--- src/hdl/cbm_pkg.sv ---
// Package of shared types and constants for the cartridge bank mapper.
`default_nettype none

package cbm_pkg;

    // Width used for ROM offset arithmetic before the result is cut to the output.
    localparam int ROM_CALC_W = 24;
    localparam int PHYS_W     = 22;

    typedef enum logic [2:0] {
        TGT_NONE   = 3'd0,
        TGT_ROM    = 3'd1,
        TGT_WRAM   = 3'd2,
        TGT_SRAM   = 3'd3,
        TGT_CHR    = 3'd4,
        TGT_NT     = 3'd5,
        TGT_SPEECH = 3'd6,
        TGT_DISK   = 3'd7
    } t_target;

    typedef enum logic [1:0] {
        BOARD_ORIGINAL = 2'd0,
        BOARD_GENERIC  = 2'd1,
        BOARD_KARAOKE  = 2'd2,
        BOARD_COMPUTER = 2'd3
    } t_board;

    typedef enum logic [1:0] {
        CFG_BOARD_MODE    = 2'd0,
        CFG_ROM_BANK_BITS = 2'd1,
        CFG_FIXED_MIRROR  = 2'd2
    } t_cfg_idx;

    // Access kinds: bit 0 marks a write, bit 1 a PPU access.
    localparam logic [1:0] KIND_CPU_RD = 2'd0;
    localparam logic [1:0] KIND_CPU_WR = 2'd1;
    localparam logic [1:0] KIND_PPU_RD = 2'd2;
    localparam logic [1:0] KIND_PPU_WR = 2'd3;

    localparam logic [15:0] ADDR_LEGACY_REG = 16'hB000;
    localparam logic [15:0] ADDR_BANK_SEL   = 16'h5000;
    localparam logic [15:0] ADDR_MODE_REG   = 16'h5200;
    localparam logic [15:0] ADDR_SPEECH     = 16'h5300;
    localparam logic [12:0] ADDR_DISK_WR_HI = 13'h0AA0;  // $5500-$5507 >> 3
    localparam logic [12:0] ADDR_DISK_RD_HI = 13'h0AC0;  // $5600-$5607 >> 3

    typedef struct packed {
        t_board      board_mode;
        logic [3:0]  rom_bank_bits;
        logic        fixed_mirror;
        logic [7:0]  legacy_bank;
        logic [7:0]  bank_select;
        logic [2:0]  mode_bits;
        logic [7:0]  single_reg;
        logic        chr_page_latch;
    } t_bank_state;

    typedef struct packed {
        logic        legacy_we;
        logic        bank_we;
        logic        mode_we;
        logic        single_we;
        logic        latch_we;
        logic        latch_val;
        logic [7:0]  data;
    } t_state_upd;

    typedef struct packed {
        t_target              target;
        logic [PHYS_W-1:0]    phys;
        logic                 we;
        logic                 a10;
    } t_result;

endpackage

`default_nettype wire

--- src/hdl/cbm_decode.sv ---
// Combinational decode of one bus access against the current banking state.
`default_nettype none

module cbm_decode #(
    parameter int ROM_ADDR_BITS    = 22,
    parameter int SECOND_RAM_BYTES = 131072,
    parameter int WORK_RAM_BYTES   = 8192,
    parameter int CHR_RAM_BYTES    = 65536
) (
    input  wire logic [1:0]          i_kind,
    input  wire logic [15:0]         i_address,
    input  wire logic [7:0]          i_data,
    input  wire cbm_pkg::t_bank_state i_state,
    output cbm_pkg::t_result         o_result,
    output cbm_pkg::t_state_upd      o_upd
);
    import cbm_pkg::*;

    localparam logic [3:0]  ROM_LIM    = 4'(ROM_ADDR_BITS - 14);
    localparam int          SRAM_STEPS = 131072 / SECOND_RAM_BYTES;
    localparam int          CHR_STEPS  = 65536 / CHR_RAM_BYTES;
    localparam logic [12:0] WRAM_MASK  = 13'(WORK_RAM_BYTES - 1);

    // Wrap by comparing the operand against every multiple of the size side by side;
    // the largest multiple that fits is taken off. The operands stay below 128K and 64K.
    function automatic logic [16:0] sram_wrap(input logic [16:0] x);
        logic [17:0] v;
        v = {1'b0, x};
        for (int k = 1; k <= SRAM_STEPS; k++) begin
            if ({1'b0, x} >= 18'(k * SECOND_RAM_BYTES)) begin
                v = {1'b0, x} - 18'(k * SECOND_RAM_BYTES);
            end
        end
        return v[16:0];
    endfunction

    function automatic logic [15:0] chr_wrap(input logic [15:0] x);
        logic [16:0] v;
        v = {1'b0, x};
        for (int k = 1; k <= CHR_STEPS; k++) begin
            if ({1'b0, x} >= 17'(k * CHR_RAM_BYTES)) begin
                v = {1'b0, x} - 17'(k * CHR_RAM_BYTES);
            end
        end
        return v[15:0];
    endfunction

    logic                  wr;
    logic [3:0]            bank_bits;
    logic [4:0]            mask_shift;
    logic [ROM_CALC_W-1:0] rom_mask;
    logic [9:0]            last_bank;
    logic [9:0]            legacy_rom_bank;
    logic                  horiz;
    logic                  latch_en;
    logic                  hi_ram;
    logic                  hi_wide;
    logic                  hi_low_half;
    logic                  hi_is_sram;
    logic [16:0]           hi_sram_raw;
    logic [ROM_CALC_W-1:0] hi_rom_raw;
    logic [PHYS_W-1:0]     hi_phys;
    logic [13:0]           pa;
    logic [15:0]           chr_raw;
    logic                  nt_a10;

    always_comb begin
        wr          = i_kind[0];
        bank_bits   = (i_state.rom_bank_bits > ROM_LIM) ? ROM_LIM : i_state.rom_bank_bits;
        mask_shift  = 5'd14 + {1'b0, bank_bits};
        rom_mask    = (ROM_CALC_W'(1) << mask_shift) - ROM_CALC_W'(1);
        last_bank   = rom_mask[ROM_CALC_W-1:14];
        legacy_rom_bank = i_address[14] ? last_bank : {8'd0, i_state.legacy_bank[7:6]};

        unique case (i_state.board_mode)
            BOARD_ORIGINAL: horiz = i_state.fixed_mirror;
            BOARD_KARAOKE:  horiz = i_state.single_reg[6];
            default:        horiz = i_state.mode_bits[0];
        endcase
        latch_en = (i_state.board_mode == BOARD_KARAOKE) ? (i_state.single_reg[7:6] != 2'd0)
                                                         : i_state.mode_bits[1];

        // Upper CPU window in the generic and computer modes.
        hi_ram      = i_state.bank_select[7];
        hi_wide     = i_state.mode_bits[2];
        hi_low_half = !i_address[14];
        hi_is_sram  = hi_ram && (hi_wide || hi_low_half);
        hi_sram_raw = hi_wide ? {i_state.bank_select[1:0], i_address[14:0]}
                              : {i_state.bank_select[2:0], i_address[13:0]};
        if (!hi_ram && hi_wide) begin
            hi_rom_raw = {1'b0, i_state.bank_select, i_address[14:0]};
        end else if (!hi_ram && hi_low_half) begin
            hi_rom_raw = {2'b0, i_state.bank_select, i_address[13:0]};
        end else begin
            hi_rom_raw = {10'd0, i_address[13:0]};
        end
        if (hi_is_sram) begin
            hi_phys = PHYS_W'(sram_wrap(hi_sram_raw));
        end else begin
            hi_phys = PHYS_W'(hi_rom_raw & rom_mask);
        end

        pa     = i_address[13:0];
        nt_a10 = horiz ? pa[11] : pa[10];
        chr_raw = {3'd0, pa[12:0]};

        o_result        = '0;
        o_result.target = TGT_NONE;
        o_upd           = '0;
        o_upd.data      = i_data;

        if (!i_kind[1]) begin
            priority if (i_state.board_mode == BOARD_ORIGINAL) begin
                if (!wr && i_address[15]) begin
                    o_result.target = TGT_ROM;
                    o_result.phys   = PHYS_W'({legacy_rom_bank, i_address[13:0]} & rom_mask);
                end else if (wr && i_address == ADDR_LEGACY_REG) begin
                    o_upd.legacy_we = 1'b1;
                end
            end else if (wr && i_address == ADDR_BANK_SEL) begin
                o_upd.bank_we  = 1'b1;
                o_upd.latch_we = 1'b1;
            end else if (wr && i_address == ADDR_MODE_REG) begin
                o_upd.mode_we  = 1'b1;
                o_upd.latch_we = 1'b1;
            end else if (i_address == ADDR_SPEECH) begin
                o_result.target = TGT_SPEECH;
                o_result.we     = wr;
            end else if (i_state.board_mode == BOARD_COMPUTER && wr
                         && i_address[15:3] == ADDR_DISK_WR_HI) begin
                o_result.target = TGT_DISK;
                o_result.phys   = PHYS_W'(i_address[2:0]);
                o_result.we     = 1'b1;
            end else if (i_state.board_mode == BOARD_COMPUTER && !wr
                         && i_address[15:3] == ADDR_DISK_RD_HI) begin
                o_result.target = TGT_DISK;
                o_result.phys   = PHYS_W'(i_address[2:0]);
            end else if (i_address[15:13] == 3'b011) begin
                o_result.target = TGT_WRAM;
                o_result.phys   = PHYS_W'(i_address[12:0] & WRAM_MASK);
                o_result.we     = wr;
            end else if (i_address[15]) begin
                if (i_state.board_mode == BOARD_KARAOKE) begin
                    if (wr) begin
                        o_upd.single_we = 1'b1;
                        o_upd.latch_we  = 1'b1;
                    end else begin
                        o_result.target = TGT_ROM;
                        o_result.phys   = PHYS_W'({4'd0, i_state.single_reg[4:0],
                                                   i_address[14:0]} & rom_mask);
                    end
                end else if (!wr) begin
                    o_result.target = hi_is_sram ? TGT_SRAM : TGT_ROM;
                    o_result.phys   = hi_phys;
                end else begin
                    if (i_state.board_mode == BOARD_COMPUTER && hi_is_sram) begin
                        o_result.target = TGT_SRAM;
                        o_result.phys   = hi_phys;
                        o_result.we     = 1'b1;
                    end
                    o_upd.latch_we = 1'b1;
                end
            end else begin
                o_result.target = TGT_NONE;
            end
        end else begin
            if (!pa[13]) begin
                o_result.target = TGT_CHR;
                o_result.we     = wr;
                if (i_state.board_mode == BOARD_ORIGINAL) begin
                    if (pa[12]) begin
                        chr_raw = {i_state.legacy_bank[3:0], pa[11:0]};
                    end
                end else if (!wr && !pa[12] && latch_en) begin
                    chr_raw        = {3'd0, i_state.chr_page_latch, pa[11:0]};
                    o_upd.latch_we = 1'b1;
                end
                o_result.phys = PHYS_W'(chr_wrap(chr_raw));
            end else if (pa[13:8] != 6'h3F) begin
                o_result.target = TGT_NT;
                o_result.we     = wr;
                o_result.a10    = nt_a10;
                o_result.phys   = PHYS_W'({nt_a10, pa[9:0]});
                if (!wr && i_state.board_mode != BOARD_ORIGINAL && !pa[12] && latch_en) begin
                    o_upd.latch_we  = 1'b1;
                    o_upd.latch_val = nt_a10;
                end
            end
        end
    end

endmodule

`default_nettype wire

--- src/hdl/cbm_regs.sv ---
// Configuration and banking registers of the cartridge bank mapper.
`default_nettype none

module cbm_regs (
    input  wire logic                 i_clk,
    input  wire logic                 i_rst_n,
    input  wire logic                 i_cfg_we,
    input  wire logic [1:0]           i_cfg_index,
    input  wire logic [3:0]           i_cfg_data,
    input  wire logic                 i_commit,
    input  wire cbm_pkg::t_state_upd  i_upd,
    output cbm_pkg::t_bank_state      o_state
);
    import cbm_pkg::*;

    // Original board with eight ROM banks, vertical mirroring and every banking register clear.
    localparam t_bank_state STATE_RESET = '{
        board_mode:     BOARD_ORIGINAL,
        rom_bank_bits:  4'd3,
        fixed_mirror:   1'b0,
        legacy_bank:    8'd0,
        bank_select:    8'd0,
        mode_bits:      3'd0,
        single_reg:     8'd0,
        chr_page_latch: 1'b0
    };

    t_bank_state r_state;
    t_bank_state n_state;

    always_comb begin
        n_state = r_state;
        if (i_cfg_we) begin
            unique case (i_cfg_index)
                CFG_BOARD_MODE:    n_state.board_mode    = t_board'(i_cfg_data[1:0]);
                CFG_ROM_BANK_BITS: n_state.rom_bank_bits = i_cfg_data;
                CFG_FIXED_MIRROR:  n_state.fixed_mirror  = i_cfg_data[0];
                default:           n_state.fixed_mirror  = r_state.fixed_mirror;
            endcase
        end
        if (i_commit) begin
            if (i_upd.legacy_we) begin
                n_state.legacy_bank = i_upd.data;
            end
            if (i_upd.bank_we) begin
                n_state.bank_select = i_upd.data;
            end
            if (i_upd.mode_we) begin
                n_state.mode_bits = i_upd.data[2:0];
            end
            if (i_upd.single_we) begin
                n_state.single_reg = i_upd.data;
            end
            if (i_upd.latch_we) begin
                n_state.chr_page_latch = i_upd.latch_val;
            end
        end
    end

    always_ff @(posedge i_clk) begin
        if (!i_rst_n) begin
            r_state <= STATE_RESET;
        end else begin
            r_state <= n_state;
        end
    end

    assign o_state = r_state;

endmodule

`default_nettype wire

--- src/hdl/cartridge_bank_mapper_unit.sv ---
// Top level of the cartridge bank mapper: input register, decode and result register.
// An accepted word goes from the input register through the decode to the result register.
// Throughput: one word per cycle; the input register and the result register each move
// whenever the stage after them is empty or is being drained, so both sides stream freely.
// The rate is set by the single decode pass between the two registers.
// Reset (synchronous, active low) empties both stages and clears every banking register.
`default_nettype none

module cartridge_bank_mapper_unit #(
    parameter int ROM_ADDR_BITS    = 22,
    parameter int SECOND_RAM_BYTES = 131072,
    parameter int WORK_RAM_BYTES   = 8192,
    parameter int CHR_RAM_BYTES    = 65536
) (
    input  wire logic        i_clk,
    input  wire logic        i_rst_n,
    // Configuration write port.
    input  wire logic        i_cfg_we,
    input  wire logic [1:0]  i_cfg_index,
    input  wire logic [3:0]  i_cfg_data,
    // Bus access words.
    input  wire logic        i_valid,
    output logic             o_ready,
    input  wire logic [1:0]  i_kind,
    input  wire logic [15:0] i_address,
    input  wire logic [7:0]  i_data,
    // Decoded result words.
    output logic             o_valid,
    input  wire logic        i_ready,
    output logic [2:0]       o_target,
    output logic [21:0]      o_phys_address,
    output logic             o_write_enable,
    output logic             o_ciram_a10
);
    import cbm_pkg::*;

    // Input register stage.
    logic        r_in_valid;
    logic        n_in_valid;
    logic [1:0]  r_in_kind;
    logic [15:0] r_in_address;
    logic [7:0]  r_in_data;

    // Result register stage.
    logic        r_out_valid;
    logic        n_out_valid;
    t_result     r_out;

    logic        in_take;
    logic        advance;

    t_bank_state bank_state;
    t_result     dec_result;
    t_state_upd  dec_upd;

    // A word in the input register moves on when the result register is free
    // or is being emptied this cycle; the banking state is updated at that
    // same moment, so each access sees every earlier access's effect.
    assign advance = r_in_valid && (!r_out_valid || i_ready);
    assign o_ready = !r_in_valid || advance;
    assign in_take = i_valid && o_ready;

    cbm_regs u_regs (
        .i_clk       (i_clk),
        .i_rst_n     (i_rst_n),
        .i_cfg_we    (i_cfg_we),
        .i_cfg_index (i_cfg_index),
        .i_cfg_data  (i_cfg_data),
        .i_commit    (advance),
        .i_upd       (dec_upd),
        .o_state     (bank_state)
    );

    cbm_decode #(
        .ROM_ADDR_BITS    (ROM_ADDR_BITS),
        .SECOND_RAM_BYTES (SECOND_RAM_BYTES),
        .WORK_RAM_BYTES   (WORK_RAM_BYTES),
        .CHR_RAM_BYTES    (CHR_RAM_BYTES)
    ) u_decode (
        .i_kind    (r_in_kind),
        .i_address (r_in_address),
        .i_data    (r_in_data),
        .i_state   (bank_state),
        .o_result  (dec_result),
        .o_upd     (dec_upd)
    );

    always_comb begin
        n_in_valid = r_in_valid;
        if (in_take) begin
            n_in_valid = 1'b1;
        end else if (advance) begin
            n_in_valid = 1'b0;
        end

        n_out_valid = r_out_valid;
        if (advance) begin
            n_out_valid = 1'b1;
        end else if (i_ready) begin
            n_out_valid = 1'b0;
        end
    end

    always_ff @(posedge i_clk) begin
        if (!i_rst_n) begin
            r_in_valid  <= 1'b0;
            r_out_valid <= 1'b0;
        end else begin
            r_in_valid  <= n_in_valid;
            r_out_valid <= n_out_valid;
        end
    end

    // Payload registers carry no reset.
    always_ff @(posedge i_clk) begin
        if (in_take) begin
            r_in_kind    <= i_kind;
            r_in_address <= i_address;
            r_in_data    <= i_data;
        end
        if (advance) begin
            r_out <= dec_result;
        end
    end

    assign o_valid        = r_out_valid;
    assign o_target       = r_out.target;
    assign o_phys_address = r_out.phys;
    assign o_write_enable = r_out.we;
    assign o_ciram_a10    = r_out.a10;

    // An access that reaches nothing carries no offset and no write.
    a_none_is_quiet: assert property (@(posedge i_clk) disable iff (!i_rst_n)
        (o_valid && o_target == TGT_NONE) |-> (o_phys_address == '0 && !o_write_enable))
        else $error("unmapped access carries an offset or a write");

    // The nametable page bit is only driven for nametable accesses.
    a_a10_only_nt: assert property (@(posedge i_clk) disable iff (!i_rst_n)
        (o_valid && o_target != TGT_NT) |-> !o_ciram_a10)
        else $error("nametable page bit set outside a nametable access");

    // Offsets stay inside the memories whose size is fixed at build time.
    a_wram_range: assert property (@(posedge i_clk) disable iff (!i_rst_n)
        (o_valid && o_target == TGT_WRAM) |-> (32'(o_phys_address) < WORK_RAM_BYTES))
        else $error("work RAM offset out of range");

    a_chr_range: assert property (@(posedge i_clk) disable iff (!i_rst_n)
        (o_valid && o_target == TGT_CHR) |-> (32'(o_phys_address) < CHR_RAM_BYTES))
        else $error("CHR RAM offset out of range");

    // A word that cannot move on because the result side stalls stays in the input register.
    a_in_held: assert property (@(posedge i_clk) disable iff (!i_rst_n)
        (r_in_valid && r_out_valid && !i_ready) |=> (r_in_valid && $stable(r_in_address)))
        else $error("stalled access lost from the input register");

endmodule

`default_nettype wire

--- config.mk ---
export PLATFORM = sky130hd
export DESIGN_NAME = cartridge_bank_mapper_unit
export DESIGN_NICKNAME = d
export VERILOG_FILES = /design/src/hdl/cbm_pkg.sv /design/src/hdl/cbm_decode.sv /design/src/hdl/cbm_regs.sv /design/src/hdl/cartridge_bank_mapper_unit.sv
export SDC_FILE = /design/constraint.sdc
export NUM_CORES = 1
export LEC_CHECK = 0
export CAP_MARGIN = 20
export CELL_PAD_IN_SITES_DETAIL_PLACEMENT = 1
export CELL_PAD_IN_SITES_GLOBAL_PLACEMENT = 1
export CORE_UTILIZATION = 53
export DETAILED_ROUTE_END_ITERATION = 8
export DONT_BUFFER_PORTS = 1
export GPL_TIMING_DRIVEN = 0
export PLACE_DENSITY = 0.94
export REMOVE_ABC_BUFFERS = 1
export SETUP_SLACK_MARGIN = 0.5
export SLEW_MARGIN = 20
export SYNTH_ARGS = -nofsm -noshare
export SYNTH_HDL_FRONTEND = slang
export SYNTH_SLANG_ARGS = --single-unit
--- constraint.sdc ---
create_clock -name i_clk -period 6.6 [get_ports i_clk]
set_clock_uncertainty 0.15 [all_clocks]
set_input_delay 0.33 -clock i_clk [delete_from_list [all_inputs] [get_ports i_clk]]
set_output_delay 0.33 -clock i_clk [all_outputs]
set_load 0.03 [all_outputs]
# [Word-level counts from Yosys, hierarchy flattened]
# Cells that the tools add are included.
[op_classes] addsub=2 order_cmp=1 n_eq_ne=12 n_shift=1 mux=88 bitwise_logic=3 n_reduce_logical=43
[op_table] op="26-bit two-way mux" count=17
[op_table] op="25-bit two-way mux" count=14
[op_table] op="22-bit two-way mux" count=4
[op_table] op="23-bit two-way mux" count=3
[op_table] op="16-bit by 15-bit equality test with 1-bit output (second input constant)" count=3
[op_table] op="22-bit AND" count=2
[op_table] op="16-bit two-way mux" count=2
[op_table] op="1-bit two-way mux" count=28
[op_table] op="27-bit two-way mux" count=1
[op_table] op="13-bit by 12-bit equality test with 1-bit output (second input constant)" count=2
[op_table] op="20-bit by 22-bit AND with 22-bit output" count=1
[op_table] op="1-bit by 5-bit << shifter with 22-bit output (first input constant)" count=1
[op_table] op="22-bit by 2-bit subtractor with 22-bit output (second input constant)" count=1
[op_table] op="2-bit two-way mux" count=10
[op_table] op="1-bit logical AND" count=19
[op_table] op="17-bit two-way mux" count=1
[op_table] op="16-bit equality test (second input constant)" count=1
[op_table] op="2-bit AND reduction" count=8
[op_table] op="13-bit two-way mux" count=1
[op_table] op="4-bit two-way mux" count=3
[op_table] op="8-bit two-way mux" count=1
[op_table] op="2-bit nonzero test" count=4
[op_table] op="2-bit equality test (second input constant)" count=3
[op_table] op="1-bit zero test" count=6
[op_table] op="other kinds (10)" count=14
[totals] regBits=90 in_bits=37 out_inout_bits=29 wordCells=167

# [Logic depth before layout (Yosys ltp)]
[depth] ltp_word=39 ltp_mapped=10 depth_no_buf=8

# [Modules after synthesis]
# From an unflattened synthesis, not the netlist that was laid out.
[hier_totals] cells_unflattened=467 area_unflattened_um2=4762.1
[modules_own_cells] mod="cartridge_bank_mapper_unit" n_inst=1 cells_per_inst=62 area_per_inst_um2=1695.4 seq_area_each_um2=1631.6
[modules_own_cells] mod="cbm_regs" n_inst=1 cells_per_inst=159 area_per_inst_um2=1571.5 seq_area_each_um2=700.7
[modules_own_cells] mod="cbm_decode" n_inst=1 cells_per_inst=246 area_per_inst_um2=1495.2 seq_area_each_um2=0.0

# [Worst setup path after synthesis]
# OpenSTA, ideal clock, no wires.
[synth_timing] kind="reg2reg" from="reg u_regs.r_state, in the netlist u_regs.o_state[32]" to="reg r_out, in the netlist o_phys_address[10] (data pin)" setup_time_ns=0.262 arrival_ns=1.957 required_time_ns=6.188 setup_slack_ns=4.231 stages_incl_launch_ff=9 path_buffers=1 synth_period_minus_slack_ns=2.369 cell_sequence="dfxtp_1 -> clkbuf_1 -> nand2b_1 -> ha_1 -> nor2b_1 -> mux2_2 -> a22o_1 -> a221oi_1 -> nor2_1"
[synth_lines] item="start: declaration" line="cbm_regs.sv:28" source="t_bank_state r_state;"
[synth_lines] item="start signal: assignment" line="cbm_regs.sv:64" source="r_state <= n_state;"
[synth_lines] item="end signal: assignment" line="cartridge_bank_mapper_unit.sv:122" source="r_out <= dec_result;"
[synth_lines] item="end: declaration" line="cartridge_bank_mapper_unit.sv:47" source="t_result r_out;"

==> impl_metrics.tcl <==
set metrics [dict create \
    tns_ns 0 \
    stdcell_area_um2 5051 \
    cts_inserted_buffers 9 \
    hold_viol_final 0 \
    synth-edff-count 53 \
    grt_start_max_net_pins 35 \
    worstReg2RegStart "r_in_address[15]$_DFFE_PP_" \
    initial_core_util 0.5471 \
    crit_path_end "o_phys_address[14]$_DFFE_PP_" \
    synth_top_area_frac 0.3558 \
    holdWs_ns 0.04247 \
    outcome "completed" \
    path_max_fanout 17 \
    drive_above_1_share 0.05579 \
    fin_crit_sh 0.4722 \
    vdd_drop_max_v 0.0001600 \
    max_cap_violations 0 \
    post_cts_buffers 0 \
    drc 0 \
    die_w_um 93.87 \
    slew_violations 0 \
    path_cells "nor3b_1 -> nand4b_1 -> a211oi_2 -> nor3_1 -> a32oi_1 -> o31ai_1" \
    ys_seq_area_frac 0.5080 \
    synth_mux_area_frac 0.07860 \
    ys_ff_latch 87 \
    die_area_um2 8811 \
    syn_area_um2 4473 \
    fmax_ghz 0.3209 \
    cp_data_required_time_ns 6.53 \
    yosys-top-cells-area "edfxtp_1 (36%), dfxtp_1 (15%), mux2i_1 (7.6%)" \
    ys.flop_type "edfxtp_1" \
    reg2reg_depth 6 \
    clk_latency_ns 0.38 \
    synth_top_family_by_area "simple AND/OR/NAND/NOR gates" \
    cpMaxStageDelayCell "edfxtp_1" \
    finalCriticalPeriod_ns 3.116 \
    syn_inst 441 \
    diodes 0 \
    cts_hold_buf 32 \
    synth_xor_area_frac 0.003916 \
    r2r_setup_slack_ns 3.48 \
    worstSetupStartpointType "flop" \
    p_leak_nw 1.768 \
    worstHoldPathType "in2reg" \
    dp_hpwl_mm 8.490 \
    fp.coreArea_um2 8175 \
    crit_path_start "r_in_address[15]$_DFFE_PP_" \
    critPathKind "reg2reg" \
    grt_pass1_vias 3692 \
    critPathCaptureType "flop" \
    yosysWarningCount 0 \
    globalplace.congestion 0.8730 \
    antenna_found_initial 0 \
    multi_input_area_um2 2069 \
    cts_root_buf "clkbuf_8" \
    synth-simple-area-share 0.2439 \
    ios 66 \
    clock-sinks 87 \
    h-tree-depth 3 \
    final_nets 500 \
    post-route-util 0.6178 \
    cp.arrival_ns 3.05 \
    slowest_delay_ns 0.65 \
    worst_slew_pin_slew_ns 0.9865 \
    path_clk_slew_ns 0.08 \
    finalSetupViolCount 0 \
    reg2reg_to "o_phys_address[14]$_DFFE_PP_" \
    antenna_left 0 \
    first_iter_violations 272 \
    dr_total_vias 3626 \
    avgRoutedWirePerCell_um 21.93 \
    finalWirelength_mm 12.52 \
    rsz0062_at_grt "no" \
    post_cts_resized 0 \
    num_rows 33 \
    synth_fa_ha_area_frac 0.005594 \
    synth.avg_cell_area_um2 10.14 \
    clockBufferDepth 2 \
    crit_family "compound AO/OA/AOI/OAI gates" \
    slew_headroom 0.3424 \
    grt_pass1_wl_mm 19.93 \
    grt_overflow 0 \
    synth_top_cell_by_area "edfxtp_1" \
    crit_cells 6 \
    n_fill_cell 874 \
    regArea_um2 2272 \
    yosys.cell_types.count 72 \
    grt.total_usage 0.3051 \
    p_per_area_nw_per_um2 223.9 \
    syn2layout_area_growth_pct 12.92 \
    synth-compound-area-share 0.1287 \
    dr.pass1.iters 4 \
    cts_tree "done" \
    io_buffers 0 \
    dpl_cell_area_um2 4491 \
    die_h_um 93.87 \
    crit_buf_inv 0 \
    viasPerCell 6.350 \
    ys_async_sr_fraction 0 \
]
cell usage after synthesis (6+ instances only):
cell type,n
a31oi_1,7
nand2b_1,10
o21a_1,6
mux2i_1,34
edfxtp_1,53
dfxtp_1,34
nor3_1,20
clkbuf_1,21
nand2_1,39
nor3b_1,10
o21ai_0,17
nand3_1,9
nor2b_1,38
a21oi_1,19
nor2_1,33
cell type report:
cell class,count,share of cell area
flip-flops and latches,87,0.4498
clock inverters,3,0.008174
repair buffers,34,0.07084
well taps,105,0.02601
clock buffers,13,0.03171
inverters,5,0.003716
multi-input cells,324,0.4097
layout by cell type (no fill, tap or decap), types with 3 or more instances in the layout:
cell	count
nor4_1	3
o21ai_0	17
nand3_1	9
nand4_1	3
nand2b_1	10
o21a_1	6
and2_1	4
or3_1	5
clkbuf_8	9
nand2_1	39
edfxtp_1	53
o221ai_1	3
nor3_1	20
nor2_1	33
nor2b_1	38
a31oi_1	7
mux2i_1	34
a21oi_1	19
nor3b_1	10
nand3b_1	5
dfxtp_1	34
a21o_1	3
clkbuf_1	3
dlygate4sd3_1	33
inv_1	4
sequential cells by signal (all words and copies together) (netlist names):
register and count:
o_target 3, o_phys_address 22, r_in_kind 2, r_in_data 8
o_ciram_a10 1, r_in_address 16, o_write_enable 1, r_in_valid 1
o_valid 1, u_regs.o_state 32
report_power, final:
group          internal [W]  switching (W)
Sequential         0.000599      0.0000424
Clock              0.000197       0.000194
Combinational     0.0000434      0.0000544
worst min-delay path by stage:
stage / start / to / cells after the start
2_1_floorplan: i_rst_n / u_regs.o_state[29]$_SDFFE_PN1P_ / 1
3_3_place_gp: i_rst_n / u_regs.o_state[30]$_SDFFE_PN1P_ / 1
3_5_place_dp: i_rst_n / u_regs.o_state[29]$_SDFFE_PN1P_ / 1
4_1_cts: i_cfg_data[0] / u_regs.o_state[28]$_SDFFE_PN0P_ / 2
5_1_grt: i_cfg_data[0] / u_regs.o_state[33]$_SDFFE_PN0P_ / 2
6_report: i_cfg_data[0] / u_regs.o_state[33]$_SDFFE_PN0P_ / 2
layer usage:
| layer | global-route usage | part of all wire | vias up |
|---|---|---|---|
| met4 | 0.09872 | 0.021 | 0 |
| met2 | 0.5018 | 0.49 | 111 |
| met5 | 0 | 0 | - |
| li1 | - | - | 1656 |
| met3 | 0.06958 | 0.045 | 24 |
| met1 | 0.3967 | 0.44 | 1835 |
per-stage QoR:
step,power (W),setup WS [ns],instances
final,0.001131,3.484,571
after global routing,0.001167,3.286,571
after CTS,0.001123,3.585,569
after detailed placement,0.0007268,3.614,521
after global placement,0.0007218,3.621,521
after floorplan,0.0006996,4.085,416
logic make-up after synthesis:
family          count (synthesis)
mux                            35
fa+ha+maj                       2
buf+inv                        31
flops                          87
compound gates                 84
simple gates                  199
xor+xnor                        2
other cells                     1
(Power assumes the default switching activity.)
